<file path="config.mk">
export PLATFORM = sky130hd
export DESIGN_NAME = fla_ctrl
export DESIGN_NICKNAME = d
export VERILOG_FILES = /design/src/fla_pkg.sv /design/src/fla_ctrl.sv
export SDC_FILE = /design/constraint.sdc
export NUM_CORES = 1
export LEC_CHECK = 0
export BUFFER_PORTS_ARGS = -buffer_cell sky130_fd_sc_hd__buf_2
export CORE_MARGIN = 2
export CORE_UTILIZATION = 53
export DETAILED_ROUTE_END_ITERATION = 10
export PLACE_DENSITY = 0.84
export SLEW_MARGIN = 20
export SYNTH_ARGS = -nofsm -noshare
export SYNTH_HDL_FRONTEND = slang
export SYNTH_SLANG_ARGS = --single-unit
</file>
<file path="constraint.sdc">
create_clock -name clk -period 2.42 [get_ports clk]
set_input_delay 0.484 -clock clk [delete_from_list [all_inputs] [get_ports clk]]
set_output_delay 0.484 -clock clk [all_outputs]
set_load 0.03 [all_outputs]
</file>
<file path="src/fla_pkg.sv">
// Shared types and constants of the free list allocator.
// Used by the datapath, controller and top level; no dependencies.
`default_nettype none

package fla_pkg;

	localparam int ADDR_BITS  = 20;
	localparam int ALIGN_W    = 13;
	localparam int PAD_W      = 12;
	localparam int MAX_ALIGN  = 4096;
	localparam int POOL_RESET = 65536;

	typedef enum logic [1:0] {
		MODE_ALLOC = 2'd0,
		MODE_FREE  = 2'd1,
		MODE_POOL  = 2'd2,
		MODE_NOP   = 2'd3
	} mode_t;

	typedef enum logic [2:0] {
		STAT_OK      = 3'd0,
		STAT_NOFIT   = 3'd1,
		STAT_ZERO    = 3'd2,
		STAT_UNKNOWN = 3'd3,
		STAT_FULL    = 3'd4
	} status_t;

	typedef enum logic [0:0] {
		REG_POOL_BYTES  = 1'b0,
		REG_SEARCH_MODE = 1'b1
	} cfg_reg_t;

	typedef struct packed {
		logic [ADDR_BITS-1:0] start;
		logic [ADDR_BITS-1:0] length;
	} free_ent_t;

	typedef struct packed {
		logic [ADDR_BITS-1:0] user;
		logic [ADDR_BITS-1:0] span;
		logic [PAD_W-1:0]     pad;
	} alloc_ent_t;

	typedef enum logic [4:0] {
		CMD_NONE, CMD_LATCH, CMD_POOL_INIT, CMD_POOL_RESET, CMD_SET_STATUS,
		CMD_SLOT_NEXT, CMD_SCAN_BEGIN, CMD_FREE_RD, CMD_DIV_START, CMD_PAD,
		CMD_NEED, CMD_CMP, CMD_REMAIN, CMD_CARVE, CMD_UP_RD, CMD_UP_WR,
		CMD_UP_END, CMD_ALLOC_REC, CMD_LOOK_RD, CMD_LOOK_HIT, CMD_POS_STEP,
		CMD_POS_NEXT, CMD_JOIN, CMD_MERGE_LEN, CMD_WR_PREV, CMD_WR_POS,
		CMD_DN_BEGIN, CMD_DN_RD, CMD_DN_WR, CMD_INS_END, CMD_FREE_DONE
	} dp_cmd_t;

	typedef struct packed {
		dp_cmd_t op;
		status_t code;
	} dp_ctl_t;

	typedef struct packed {
		mode_t mode;
		logic  size_zero;
		logic  slot_free;
		logic  slot_last;
		logic  idx_end;
		logic  found;
		logic  rem_busy;
		logic  fits;
		logic  exact;
		logic  split_ok;
		logic  up_more;
		logic  user_match;
		logic  start_below;
		logic  join_next;
		logic  join_prev;
		logic  table_full;
		logic  dn_more;
	} dp_status_t;

	typedef enum logic [4:0] {
		S_INIT, S_IDLE, S_DISPATCH, S_A_SLOT, S_A_RD, S_A_DIVGO, S_A_DIV,
		S_A_NEED, S_A_CMP, S_A_REMAIN, S_A_CARVE, S_UP_RD, S_UP_WR, S_A_REC,
		S_F_LOOK, S_F_CHK, S_F_POS_RD, S_F_POS_CHK, S_F_JOIN, S_F_ACT, S_F_WR,
		S_DN_RD, S_DN_WR, S_F_DONE, S_RESP
	} ctrl_state_t;

endpackage

`default_nettype wire

</file>
<file path="src/fla_ctrl.sv">
// Controller state machine of the free list allocator.
// Depends on fla_pkg; sequences fla_datapath through command and status structs.
`default_nettype none

module fla_ctrl
	import fla_pkg::*;
(
	input  wire logic       clk,
	input  wire logic       arst_n,
	input  wire logic       in_valid,
	output logic            in_ready,
	input  wire logic       search_mode,
	input  wire logic       out_free,
	output logic            resp_load,
	input  wire dp_status_t st,
	output dp_ctl_t         ctl
);

	ctrl_state_t state_q;
	ctrl_state_t state_d;

	always_ff @(posedge clk or negedge arst_n) begin
		if (!arst_n) begin
			state_q <= S_INIT;
		end else begin
			state_q <= state_d;
		end
	end

	always_comb begin
		state_d = state_q;
		case (state_q)
			S_INIT: state_d = S_IDLE;
			S_IDLE: begin
				if (in_valid) begin
					state_d = S_DISPATCH;
				end
			end
			S_DISPATCH: begin
				case (st.mode)
					MODE_ALLOC: state_d = st.size_zero ? S_RESP : S_A_SLOT;
					MODE_FREE:  state_d = S_F_LOOK;
					default:    state_d = S_RESP;
				endcase
			end
			S_A_SLOT: begin
				if (st.slot_free) begin
					state_d = S_A_RD;
				end else if (st.slot_last) begin
					state_d = S_RESP;
				end
			end
			S_A_RD: begin
				if (!st.idx_end) begin
					state_d = S_A_DIVGO;
				end else if (st.found) begin
					state_d = S_A_REMAIN;
				end else begin
					state_d = S_RESP;
				end
			end
			S_A_DIVGO: state_d = S_A_DIV;
			S_A_DIV: begin
				if (!st.rem_busy) begin
					state_d = S_A_NEED;
				end
			end
			S_A_NEED: state_d = S_A_CMP;
			S_A_CMP: begin
				if (st.fits && (!search_mode || st.exact)) begin
					state_d = S_A_REMAIN;
				end else begin
					state_d = S_A_RD;
				end
			end
			S_A_REMAIN: state_d = S_A_CARVE;
			S_A_CARVE:  state_d = st.split_ok ? S_A_REC : S_UP_RD;
			S_UP_RD: begin
				if (st.up_more) begin
					state_d = S_UP_WR;
				end else if (st.mode == MODE_ALLOC) begin
					state_d = S_A_REC;
				end else begin
					state_d = S_F_DONE;
				end
			end
			S_UP_WR: state_d = S_UP_RD;
			S_A_REC: state_d = S_RESP;
			S_F_LOOK: begin
				if (!st.slot_free) begin
					state_d = S_F_CHK;
				end else if (st.slot_last) begin
					state_d = S_RESP;
				end
			end
			S_F_CHK: begin
				if (st.user_match) begin
					state_d = S_F_POS_RD;
				end else if (st.slot_last) begin
					state_d = S_RESP;
				end else begin
					state_d = S_F_LOOK;
				end
			end
			S_F_POS_RD:  state_d = st.idx_end ? S_F_JOIN : S_F_POS_CHK;
			S_F_POS_CHK: state_d = st.start_below ? S_F_POS_RD : S_F_JOIN;
			S_F_JOIN:    state_d = S_F_ACT;
			S_F_ACT: begin
				if (!st.join_next && !st.join_prev && st.table_full) begin
					state_d = S_RESP;
				end else begin
					state_d = S_F_WR;
				end
			end
			S_F_WR: begin
				if (st.join_prev) begin
					state_d = st.join_next ? S_UP_RD : S_F_DONE;
				end else if (st.join_next) begin
					state_d = S_F_DONE;
				end else begin
					state_d = S_DN_RD;
				end
			end
			S_DN_RD:  state_d = st.dn_more ? S_DN_WR : S_F_DONE;
			S_DN_WR:  state_d = S_DN_RD;
			S_F_DONE: state_d = S_RESP;
			S_RESP: begin
				if (out_free) begin
					state_d = S_IDLE;
				end
			end
			default: state_d = S_INIT;
		endcase
	end

	always_comb begin
		ctl.op    = CMD_NONE;
		ctl.code  = STAT_OK;
		in_ready  = 1'b0;
		resp_load = 1'b0;
		case (state_q)
			S_INIT: ctl.op = CMD_POOL_INIT;
			S_IDLE: begin
				in_ready = 1'b1;
				if (in_valid) begin
					ctl.op = CMD_LATCH;
				end
			end
			S_DISPATCH: begin
				case (st.mode)
					MODE_ALLOC: begin
						if (st.size_zero) begin
							ctl.op   = CMD_SET_STATUS;
							ctl.code = STAT_ZERO;
						end
					end
					MODE_POOL: ctl.op = CMD_POOL_RESET;
					default:   ctl.op = CMD_NONE;
				endcase
			end
			S_A_SLOT: begin
				if (st.slot_free) begin
					ctl.op = CMD_SCAN_BEGIN;
				end else if (st.slot_last) begin
					ctl.op   = CMD_SET_STATUS;
					ctl.code = STAT_FULL;
				end else begin
					ctl.op = CMD_SLOT_NEXT;
				end
			end
			S_A_RD: begin
				if (!st.idx_end) begin
					ctl.op = CMD_FREE_RD;
				end else if (!st.found) begin
					ctl.op   = CMD_SET_STATUS;
					ctl.code = STAT_NOFIT;
				end
			end
			S_A_DIVGO: ctl.op = CMD_DIV_START;
			S_A_DIV: begin
				if (!st.rem_busy) begin
					ctl.op = CMD_PAD;
				end
			end
			S_A_NEED:   ctl.op = CMD_NEED;
			S_A_CMP:    ctl.op = CMD_CMP;
			S_A_REMAIN: ctl.op = CMD_REMAIN;
			S_A_CARVE:  ctl.op = CMD_CARVE;
			S_UP_RD:    ctl.op = st.up_more ? CMD_UP_RD : CMD_UP_END;
			S_UP_WR:    ctl.op = CMD_UP_WR;
			S_A_REC:    ctl.op = CMD_ALLOC_REC;
			S_F_LOOK: begin
				if (!st.slot_free) begin
					ctl.op = CMD_LOOK_RD;
				end else if (st.slot_last) begin
					ctl.op   = CMD_SET_STATUS;
					ctl.code = STAT_UNKNOWN;
				end else begin
					ctl.op = CMD_SLOT_NEXT;
				end
			end
			S_F_CHK: begin
				if (st.user_match) begin
					ctl.op = CMD_LOOK_HIT;
				end else if (st.slot_last) begin
					ctl.op   = CMD_SET_STATUS;
					ctl.code = STAT_UNKNOWN;
				end else begin
					ctl.op = CMD_SLOT_NEXT;
				end
			end
			S_F_POS_RD: begin
				if (!st.idx_end) begin
					ctl.op = CMD_FREE_RD;
				end
			end
			S_F_POS_CHK: ctl.op = st.start_below ? CMD_POS_STEP : CMD_POS_NEXT;
			S_F_JOIN:    ctl.op = CMD_JOIN;
			S_F_ACT: begin
				if (!st.join_next && !st.join_prev && st.table_full) begin
					ctl.op   = CMD_SET_STATUS;
					ctl.code = STAT_FULL;
				end else begin
					ctl.op = CMD_MERGE_LEN;
				end
			end
			S_F_WR: begin
				if (st.join_prev) begin
					ctl.op = CMD_WR_PREV;
				end else if (st.join_next) begin
					ctl.op = CMD_WR_POS;
				end else begin
					ctl.op = CMD_DN_BEGIN;
				end
			end
			S_DN_RD:  ctl.op = st.dn_more ? CMD_DN_RD : CMD_INS_END;
			S_DN_WR:  ctl.op = CMD_DN_WR;
			S_F_DONE: ctl.op = CMD_FREE_DONE;
			S_RESP:   resp_load = out_free;
			default:  ctl.op = CMD_NONE;
		endcase
	end

	a_resp_room: assert property (@(posedge clk) disable iff (!arst_n)
		resp_load |-> out_free)
		else $error("result loaded while the output register is occupied");

	a_accept_idle: assert property (@(posedge clk) disable iff (!arst_n)
		(ctl.op == CMD_LATCH) |=> (state_q == S_DISPATCH))
		else $error("accepted request not dispatched");

	a_resp_return: assert property (@(posedge clk) disable iff (!arst_n)
		resp_load |=> (state_q == S_IDLE))
		else $error("controller did not return to idle after a result");

endmodule

`default_nettype wire

</file>
==> run metrics, run 1 <==
status=finished, violations left; failing checks=setup timing; Detailed Routing Iterations Pass 1=6; total power=2.171 mW; Slowest Stage Delay on Critical Path=440 ps; Data arrival, critical path=1950 ps; clock power share=4.7%; Final Skew=1.319 ps; post-route setup slack=-12.31 ps; Reg with most FFs=state_q; io pins=33; vias in the first global route=around 1,800; Initial Util=56.81%; crit path cell chain=or3_4, or4_4, o31ai_4, nor4_2, nand3_1, buf_6; Max Slew Vio Count=0; clock root buffer=clkbuf_4; detailed-route wire length per cell=19.90 um; combinational power share=85.8%; Psw=~1.3 mW; CTS H-tree depth=1; Critical Path Fanout Max=5; DR iter-0 viols=148; final period utilization=100.5%; Tmin final=roughly 2400 ps; Crit. End Element=primary output; Final ANT Viol Nets=0; Async SR Flop Fraction=between 90% and 100%; FP Rows=17; pin count of the biggest net entering global routing=25; Yosys reg bits=5; post-synthesis cell area=1269 um2; CTS max path bufs=2; area grow syn2layout=33.23%; share of cells above drive strength 1=approximately a third; P_int=about 920 uW; Power Density=1285 nW/um2; critical path's slowest cell=dfrtp_2; core area=2233 um2; Leak=about 0.7 nW; Total Nets Final=275; Post-Place Cells=271; post-DP HPWL=4.089 mm; Synth Warn #=0; CP top delay family=simple AND/OR/NAND/NOR gates; Slew headroom=between 60% and 70%; antenna violations before repair=0; Syn Inst Count=about 200; Synth cell types=48; Skew-Pair Late Insertion Delay=about 250 ps; max cap viols=0; Worst setup SP type=flip-flop; number of clock sinks=5; gr ovfl total=0; Post-Syn Nets=226; die area=around 2800 um2; via/cell ratio=7.194; register area share after synthesis=approximately a tenth; gr usage total=about two fifths; DR vias=approximately 2,000; biggest regs=state_q: 5 flops; Final Hold Viols=0; Placer Congestion=1.082; Filler cells=208; DRC viols=0; setup TNS=-13.50 ps; first-pass GRT wire length=8.528 mm; Largest register FFs=5; CTS Buf Count=3; Buf+Inv Stages, Crit Path=1; ys flop type=dfrtp_1; Reg power frac=9.5%; final setup vio count=2; non-filler cells, final=between 200 and 300; Ant. Diodes=0; unrepaired setup endpoints after global routing=yes; Req. time, crit path=roughly 1900 ps; CTS tree=done; Port Buffer Count=32; pre-CTS setup slack=about 150 ps; routed wire length=5.552 mm; Mapped Avg Cell Area=6.250 um2; Reg clk slew, reported paths=50 ps; worst vdd ir=just under 900 uV; Fmax achieved=411.1 MHz; Hold Path Class=input pin to asynchronous set/reset pin; Post-synth EDFFs=0; Die X=52.93 um; critical path class=flip-flop to primary output; sw frac=57.67%; Worst Max-Slew Pin Slew=between 400 and 500 ps; Die Height=around 53 um
[routing by layer]
metal	track usage (%)	part of all wire [%]	vias to the layer above
met1	53.14	37	882
li1	-	-	878
met2	65.00	43	203
met4	24.36	6.0	0
met5	0	0	-
met3	7.062	13	44
[stage by stage]
stage | utilization (%) | hold slack [ps] | cell area [um2]
global route | 75.69 | 34.59 | 1690
global placement | 70.42 | 299.2 | 1573
CTS | 72.83 | 40.41 | 1627
finish | 75.69 | 38.02 | 1690
floorplan | - | 188.4 | 1269
detailed placement | 70.42 | 303.5 | 1573
[kinds of logic (layout without fill, tap and decap cells)]
group / count (synthesis) / after routing / synth area share [%]
AND/OR/NAND/NOR: 102 / 102 / 43.59
AO/OA/AOI/OAI: 75 / 75 / 39.05
buffers and inverters: 21 / 69 / 7.495
flip-flops: 5 / 5 / 9.862
[synth_stat cells (3+ instances only)]
library cell,n,area [um2]
inv_1,7,26.28
nor4_1,3,18.77
buf_2,6,30.03
clkbuf_1,5,18.77
nand3_1,9,45.04
a211oi_1,3,22.52
nor2b_1,7,43.79
nor2_1,21,78.83
o22ai_1,4,25.02
nand2_1,17,63.81
a2bb2oi_1,4,35.03
a21oi_1,18,90.09
a31oi_1,6,37.54
nor3_1,15,75.07
nand4_1,5,31.28
o21ai_0,18,90.09
nand3b_1,3,22.52
nor3b_1,4,30.03
nand2b_1,7,43.79
o211ai_1,4,30.03
dfrtp_1,5,125.1
[path summary, 6_finish.rpt]
| check | startpoint | end | slack (ps) | cells after the start |
|---|---|---|---|---|
| min in group clk | st[16] | state_q[4]$_DFFE_PN0P_ | 590 | 3 |
| min | arst_n | state_q[4]$_DFFE_PN0P_ | 40 | 1 |
| min reg2reg | state_q[4]$_DFFE_PN0P_ | state_q[2]$_DFFE_PN0P_ | 860 | 4 |
| max reg2reg | state_q[2]$_DFFE_PN0P_ | state_q[1]$_DFFE_PN0P_ | 430 | 5 |
| max in group asynchronous | arst_n | state_q[0]$_DFFE_PN0P_ | 2240 | 1 |
| max | state_q[2]$_DFFE_PN0P_ | ctl[3] | -10 | 6 |
[final cells by class]
| cell class | count | area (um2) | share of cell area (%) |
|---|---|---|---|
| Tap cell | 28 | 35.03 | 2.073 |
| Clock buffer | 4 | 26.28 | 1.554 |
| Inverter | 7 | 26.28 | 1.554 |
| Timing Repair Buffer | 58 | 381.6 | 22.58 |
| Sequential cell | 5 | 128.9 | 7.624 |
| Multi-Input combinational cell | 177 | 1092 | 64.62 |
[cell usage in the layout (no fill, tap or decap), types with 4 or more instances in the layout]
cell type / count
nor2b_1: 7
a21oi_1: 17
nor2_1: 19
nor3_1: 14
o211ai_1: 4
o22ai_1: 4
nand3_1: 9
nand2_1: 17
o21ai_0: 16
a31oi_1: 6
nand4_1: 5
buf_2: 31
buf_4: 24
inv_1: 7
nand2b_1: 6
a2bb2oi_1: 4
[power by group through the flow]
stage,Clock [mW],Combinational [mW],Sequential (mW)
final,0.103,1.86,0.206
after global placement,0,1.66,0.200
after CTS,0.103,1.73,0.201
after detailed placement,0,1.66,0.198
after floorplan,0,1.15,0.150
after global routing,0.110,1.98,0.205
[what timing repair did]
item                       CTS  global route
pin swaps                    2             5
gates resized for setup      7            16
setup buffers                1             3
setup endpoints to repair    5             8
hold buffers                 0             0
No activity file was read; power rests on OpenSTA's default activity.
==> inputs of run 2 (changes only) <==
--- a/config.mk
+++ b/config.mk
@@ -9,7 +9,7 @@
 export CORE_MARGIN = 2
 export CORE_UTILIZATION = 53
 export DETAILED_ROUTE_END_ITERATION = 10
-export PLACE_DENSITY = 0.84
+export PLACE_DENSITY = 0.86
 export SLEW_MARGIN = 20
 export SYNTH_ARGS = -nofsm -noshare
 export SYNTH_HDL_FRONTEND = slang
==> run 2 against run 1 <==
Net effect:
- the run still ends with setup timing left
- clock skew about the same
- critical path depth unchanged
- final area decreased by 0.30%
- global-route usage increased by 0.51 points
- fmax decreased by 4.6%
- sequential share of layout area increased by 0.097 points
- non-clock buffer count increased by 3
- setup slack got worse by 120 ps
- routed wire length increased by 1.9%
- hold slack improved by 0.99 ps
- sequential power increased by 9%
- clock power about the same
- critical path type unchanged
- highest routed layer unchanged
==> run metrics, run 2 (synthesized netlist as in run 1, its figures left out) <==
antenna violations before repair=0 (unchanged); Die Height=52.93 um (unchanged); Placer Congestion=1.170 (+8.2%); Req. time, crit path=1940 ps (about the same); share of cells above drive strength 1=31.50% (-0.77 points); Post-Place Cells=273 (+0.74%); Skew-Pair Late Insertion Delay=250 ps (about the same); met1 Use GR=53.16% (about the same); post-DP HPWL=4.219 mm (+3.2%); clock root buffer=clkbuf_4; Tmin final=2550 ps (+117.8 ps); total power=2.212 mW (+1.9%); area grow syn2layout=32.84%; Die X=52.93 um (unchanged); final setup vio count=1 (-1); post-route setup slack=-130.1 ps (-117.8 ps); critical path's slowest cell=dfrtp_1; Buf+Inv Stages, Crit Path=1 (unchanged); first-pass GRT wire length=8.549 mm (+0.25%); detailed-route wire length per cell=20.07 um (+0.84%); crit path cell chain=nand2b_1, nor2_1, a31o_2, nor4_2, nand3_1, buf_6; gr usage total=42.12% (+0.51 points); Final Hold Viols=0 (unchanged); biggest regs=state_q: 5 flops; Hold Path Class=input pin to asynchronous set/reset pin; io pins=33 (unchanged); Final Skew=1.248 ps (-0.07067 ps); Critical Path Fanout Max=8 (+3); gr ovfl total=0 (unchanged); Max Slew Vio Count=0 (unchanged); reg2reg start=state_q[1]$_DFFE_PN0P_; via/cell ratio=7.124 (-0.97%); Reg with most FFs=state_q; GRT busiest layer=met2; CTS max path bufs=2 (unchanged); failing checks=setup timing; Total Nets Final=278 (+1.1%); status=finished, violations left; Slew headroom=67.99% (-1.6 points); FP Rows=17 (unchanged); commonest cells after routing, fill and taps aside=buf_2 (31), buf_4 (27), nor2_1 (21); Power Density=1312 nW/um2 (+2.2%); Worst Max-Slew Pin Slew=468.1 ps (+15.68 ps); met3 usage=9.322% (+2.3 points); die area=2801 um2 (unchanged); Filler cells=204 (-1.9%); critical path class=flip-flop to primary output; Leak=0.6989 nW (+1.5%); Final ANT Viol Nets=0 (unchanged); vias in the first global route=1,768 (+0.28%); most common cell after layout, fill and taps aside=buf_2; number of clock sinks=5 (unchanged); max cap viols=0 (unchanged); routed wire length=5.659 mm (+1.9%); DR vias=2,009 (+0.10%); pin count of the biggest net entering global routing=23 (-8.0%); Ant. Diodes=0 (unchanged); worst vdd ir=873.2 uV (-1.9%); Port Buffer Count=32 (unchanged); Worst setup SP type=flip-flop; Reg clk slew, reported paths=50 ps (about the same); Initial Util=56.81% (unchanged); Largest register FFs=5 (unchanged); final period utilization=105.4% (+4.9 points); Crit. End Element=primary output; met2 Usage GRT=66.88% (+1.9 points); non-filler cells, final=282 (+1.1%); Slowest Stage Delay on Critical Path=510 ps (+70 ps); CP top delay family=simple AND/OR/NAND/NOR gates; core area=2233 um2 (unchanged); CTS tree=done; Fmax achieved=392.1 MHz (-4.6%); Detailed Routing Iterations Pass 1=7 (+1); DR iter-0 viols=189 (+28%); CTS Buf Count=3 (unchanged); DRC viols=0 (unchanged); Worst Setup SP=state_q[1]$_DFFE_PN0P_; CTS H-tree depth=1 (unchanged); setup TNS=-130.1 ps (-116.6 ps); unrepaired setup endpoints after global routing=yes; Data arrival, critical path=2070 ps (+120 ps)
==> run 2: area by class of cell <==
type                            count  area (um2)  share of cell area [%]
Multi-Input combinational cell    177        1072                   63.62
Tap cell                           28       35.03                   2.079
Sequential cell                     5       130.1                   7.721
Inverter                            7       26.28                   1.559
Clock buffer                        4       26.28                   1.559
Timing Repair Buffer               61       395.4                   23.46
==> run 2: what timing repair did <==
action	in CTS	in global routing
pin swaps	1	1
setup endpoints to repair	3	6
resized for setup	4	12
hold buffers	0	0
setup buffers	3	2
==> run 2: worst paths after layout <==
path,to,slack [ps],cells after the start
min in group clk,state_q[1]$_DFFE_PN0P_,610,4
max in group asynchronous,state_q[4]$_DFFE_PN0P_,2230,1
worst min register to register,state_q[2]$_DFFE_PN0P_,860,4
worst max register to register,state_q[2]$_DFFE_PN0P_,240,7
worst min-delay path,state_q[1]$_DFFE_PN0P_,40,1
worst max-delay path,ctl[3],-130,6
==> run 2: metal layers <==
metal | vias up | wire length [um]
li1 | 886 | -
met1 | 870 | 2088
met2 | 208 | 2480
met3 | 45 | 780
met4 | 0 | 309
met5 | - | 0
==> run 2: worst reg2reg max path, delay by kind of cell, from the launching register on <==
family / cells / cell delay [ps]
AO/OA/AOI/OAI: 2 / 720
flip-flops: 1 / 510
buffers and inverters: 3 / 570
AND/OR/NAND/NOR: 2 / 240
==> run 2: through the flow <==
step | utilization (%) | hold slack [ps] | setup WS [ps] | cell area [um2]
4_1_cts | 73.11 | 38.25 | -8.527 | 1633
5_1_grt | 75.46 | 41.60 | -126.7 | 1685
3_5_place_dp | 70.53 | 302.6 | 165.6 | 1575
2_1_floorplan | - | 188.4 | 74.38 | 1269
3_3_place_gp | 70.53 | 305.7 | 183.6 | 1575
6_report | 75.46 | 39.01 | -130.1 | 1685
==> run 2: power by group <==
| group | total, mW | switching (mW) | internal [mW] | leakage, nW |
|---|---|---|---|---|
| sequential | 0.224 | 0.0927 | 0.131 | 0.0573 |
| combinational | 1.89 | 1.14 | 0.750 | 0.627 |
| clock | 0.103 | 0.0405 | 0.0627 | 0.0150 |
==> inputs of run 3 (changes only) <==
--- a/config.mk
+++ b/config.mk
@@ -5,11 +5,12 @@
 export SDC_FILE = /design/constraint.sdc
 export NUM_CORES = 1
 export LEC_CHECK = 0
+export ABC_AREA = 1
 export BUFFER_PORTS_ARGS = -buffer_cell sky130_fd_sc_hd__buf_2
 export CORE_MARGIN = 2
-export CORE_UTILIZATION = 53
+export CORE_UTILIZATION = 47
 export DETAILED_ROUTE_END_ITERATION = 10
-export PLACE_DENSITY = 0.86
+export PLACE_DENSITY = 0.82
 export SLEW_MARGIN = 20
 export SYNTH_ARGS = -nofsm -noshare
 export SYNTH_HDL_FRONTEND = slang
==> constraint.sdc (replaced) <==
create_clock -name clk -period 2.2 [get_ports clk]
set_input_delay 0.44 -clock clk [delete_from_list [all_inputs] [get_ports clk]]
set_output_delay 0.44 -clock clk [all_outputs]
set_load 0.03 [all_outputs]
==> run 3 against run 2 <==
Net effect:
- the run still ends with setup timing left
- clock skew rose by 1.4 ps
- die area rose by 2.7%
- routed wire length fell by 11%
- via count fell by 3.4%
- synthesized cell count rose by 15%
- clock power rose by 5%
- setup slack improved by 77 ps
- critical path depth rose by 2
- critical path type unchanged
- highest routed layer unchanged
==> run metrics, run 3 <==
status=finished, violations left; failing checks=setup timing; Synth cell types=23 (-52%); met3 usage=7.500% (-1.8 points); clock root buffer=clkbuf_4; Final ANT Viol Nets=0 (unchanged); Post-Syn Nets=257 (+14%); worst vdd ir=1150 uV (+32%); top-count cell post-synth=nand2_1; detailed-route wire length per cell=15.86 um (-21%); storage element area=131.4 um2 (+0.96%); antenna violations before repair=0 (unchanged); FP Rows=17 (unchanged); Final Instance Area=1758 um2 (+4.3%); Syn Inst Count=234 (+15%); Detailed Routing Iterations Pass 1=5 (-2); Die Height=53.63 um (+1.3%); Max Slew Vio Count=0 (unchanged); Worst setup SP type=flip-flop; ranking of synthesized cells by area=nand2_1 (20%), nand3_1 (13%), nor2_1 (13%); Total Nets Final=314 (+13%); commonest cells after routing, fill and taps aside=nand2_1 (53), inv_1 (32), nor2_1 (31); Synth Warn #=0 (unchanged); Largest register FFs=5 (unchanged); area grow syn2layout=51.89%; first-pass GRT wire length=7.107 mm (-17%); Initial Util=50.85% (-6.0 points); unrepaired setup endpoints after global routing=yes; Filler cells=189 (-7.4%); io pins=33 (unchanged); GRT busiest layer=met2; area of the multi-input gates=1027 um2 (-4.2%); die area=2876 um2 (+2.7%); Port Buffer Count=32 (unchanged); max cap viols=0 (unchanged); Fmax achieved=between 400 and 500 MHz; Post-Place Cells=302 (+11%); non-filler cells, final=318 (+13%); CP top delay family=simple AND/OR/NAND/NOR gates; Post-synth EDFFs=0 (unchanged); Mapped Avg Cell Area=4.946 um2 (-21%); post-route setup slack=-52.84 ps (+77.26 ps); final setup vio count=2 (+1); critical path class=flip-flop to primary output; biggest regs=state_q: 5 flops; post-DP HPWL=3.781 mm (-10%); pin count of the biggest net entering global routing=10 (-57%); Min Hold Slack=505.9 ps (+466.9 ps); Leak=0.9760 nW (+40%); met1 Use GR=44.61% (-8.5 points); Req. time, crit path=1760 ps (-180 ps); Final Hold Viols=0 (unchanged); CTS Buf Count=3 (unchanged); Tmin final=2253 ps; Buf+Inv Stages, Crit Path=1 (unchanged); routed wire length=5.044 mm (-11%); Worst Max-Slew Pin Slew=389.3 ps (-78.80 ps); ys flop type=dfrtp_1; Crit. End Element=primary output; Data arrival, critical path=1810 ps (-260 ps); Placer Congestion=1.049 (-10%); vias in the first global route=1,607 (-9.1%); Async SR Flop Fraction=100.0% (unchanged); crit path cell chain=nor2_4, nand2_2, nor2_4, nand3_1, nand3b_1, nor3_1, nand3_1, buf_6; Post-synth top cells=nand2_1 (63), nor2_1 (39), inv_1 (37); DRC viols=0 (unchanged); most common cell after layout, fill and taps aside=nand2_1; Yosys top cell area share=20.43% (+11 points); via/cell ratio=6.104 (-14%); Die X=53.63 um (+1.3%); Skew-Pair Late Insertion Delay=250 ps (about the same); share of cells above drive strength 1=36.90% (+5.4 points); Hold Path Class=input pin to flip-flop; Final Skew=2.648 ps (+1.400 ps); final period utilization=102.4%; Slowest Stage Delay on Critical Path=450 ps (-60 ps); Ant. Diodes=0 (unchanged); Yosys reg bits=5 (unchanged); DR vias=1,941 (-3.4%); CTS H-tree depth=1 (unchanged); CTS tree=done; Slew headroom=73.81% (+5.8 points); total power=2.137 mW (-3.4%); Power Density=1216 nW/um2 (-7.4%); DP Area=1418 um2 (-10%); gr ovfl total=0 (unchanged); DR iter-0 viols=193 (+2.1%); met2 Usage GRT=54.73% (-12 points); critical path's slowest cell=dfrtp_2; Critical Path Fanout Max=6 (-2); Reg clk slew, reported paths=40 ps (about the same); core area=2276 um2 (+1.9%); CTS max path bufs=2 (unchanged); post-synthesis cell area=1157 um2 (-8.8%); gr usage total=34.15% (-8.0 points); cell taking the most area after synthesis=nand2_1; register area share after synthesis=10.81% (+0.95 points); Reg with most FFs=state_q; number of clock sinks=5 (unchanged)
==> run 3: changes by cell type in the layout (fill, tap and decap cells not counted), moves of 6 or more <==
cell	before	now
a21oi_1	18	2
nor3_1	14	8
nand2_1	17	53
nor2_2	0	6
nand4_1	5	11
nand2b_1	7	0
nor2_1	21	31
nand2_2	0	9
inv_1	7	32
inv_2	0	8
o21ai_0	17	5
buf_4	27	19
nor2_4	0	7
nand3_1	9	27
==> run 3: routing by layer <==
metal	vias up	wire length [um]	share of wire [%]
met3	46	606	12
met1	850	1928	38
met5	-	0	0
li1	883	-	-
met2	162	2175	43
met4	0	333	6.6
==> run 3: what timing repair did <==
action / CTS / global route
buffers inserted: 2 / 9
hold buffers: 1 / 0
pin swaps: 1 / 12
endpoints found under the setup margin: 7 / 8
endpoints found under the hold margin: 5 / 0
resized for setup: 19 / 50
==> run 3: cell type report <==
cell class,count,area share [%]
Multi-Input combinational cell,186,58.43
Clock buffer,4,1.495
Timing Repair Buffer,54,21.71
Tap cell,28,1.993
Sequential cell,5,7.473
Inverter,41,8.897
==> run 3: cells by family (layout without fill, tap and decap cells) <==
kind of cell           after synthesis  in the layout  synth area share (%)
and+or+nand+nor                    169            169                 66.60
buffers and inverters               43             99                 14.16
AOI/OAI and AO/OA                   17             17                 8.433
DFF                                  5              5                 10.81
==> run 3: stage by stage <==
stage          setup TNS, ps  utilization [%]  worst slack, ps
2_1_floorplan              0                -            241.3
3_3_place_gp               0            62.29            34.45
3_5_place_dp               0            62.29            29.03
4_1_cts               -7.277            66.96           -7.277
5_1_grt               -441.5            77.24           -155.5
6_report              -97.46            77.24           -52.84
==> run 3: power by group <==
group / total [mW] / internal [mW] / switching (mW)
sequential: 0.225 / 0.146 / 0.0800
clock: 0.108 / 0.0687 / 0.0391
combinational: 1.80 / 0.690 / 1.11
==> run 3: worst paths after layout <==
check	start	to	slack [ps]	cells after the start
worst max-delay path	state_q[3]$_DFFE_PN0P_	ctl[4]	-50	8
worst min-delay path	in_valid	state_q[0]$_DFFE_PN0P_	510	4
worst max register to register	state_q[0]$_DFFE_PN0P_	state_q[1]$_DFFE_PN0P_	440	10
worst min register to register	state_q[4]$_DFFE_PN0P_	state_q[0]$_DFFE_PN0P_	810	5
max in group asynchronous	arst_n	state_q[1]$_DFFE_PN0P_	1480	2
min in group asynchronous	arst_n	state_q[2]$_DFFE_PN0P_	570	2
==> run 3: worst min-delay path: cells and delay by family <==
kind | cells | cell delay [ps]
AND/OR/NAND/NOR | 2 | 100
buffers and inverters | 2 | 170
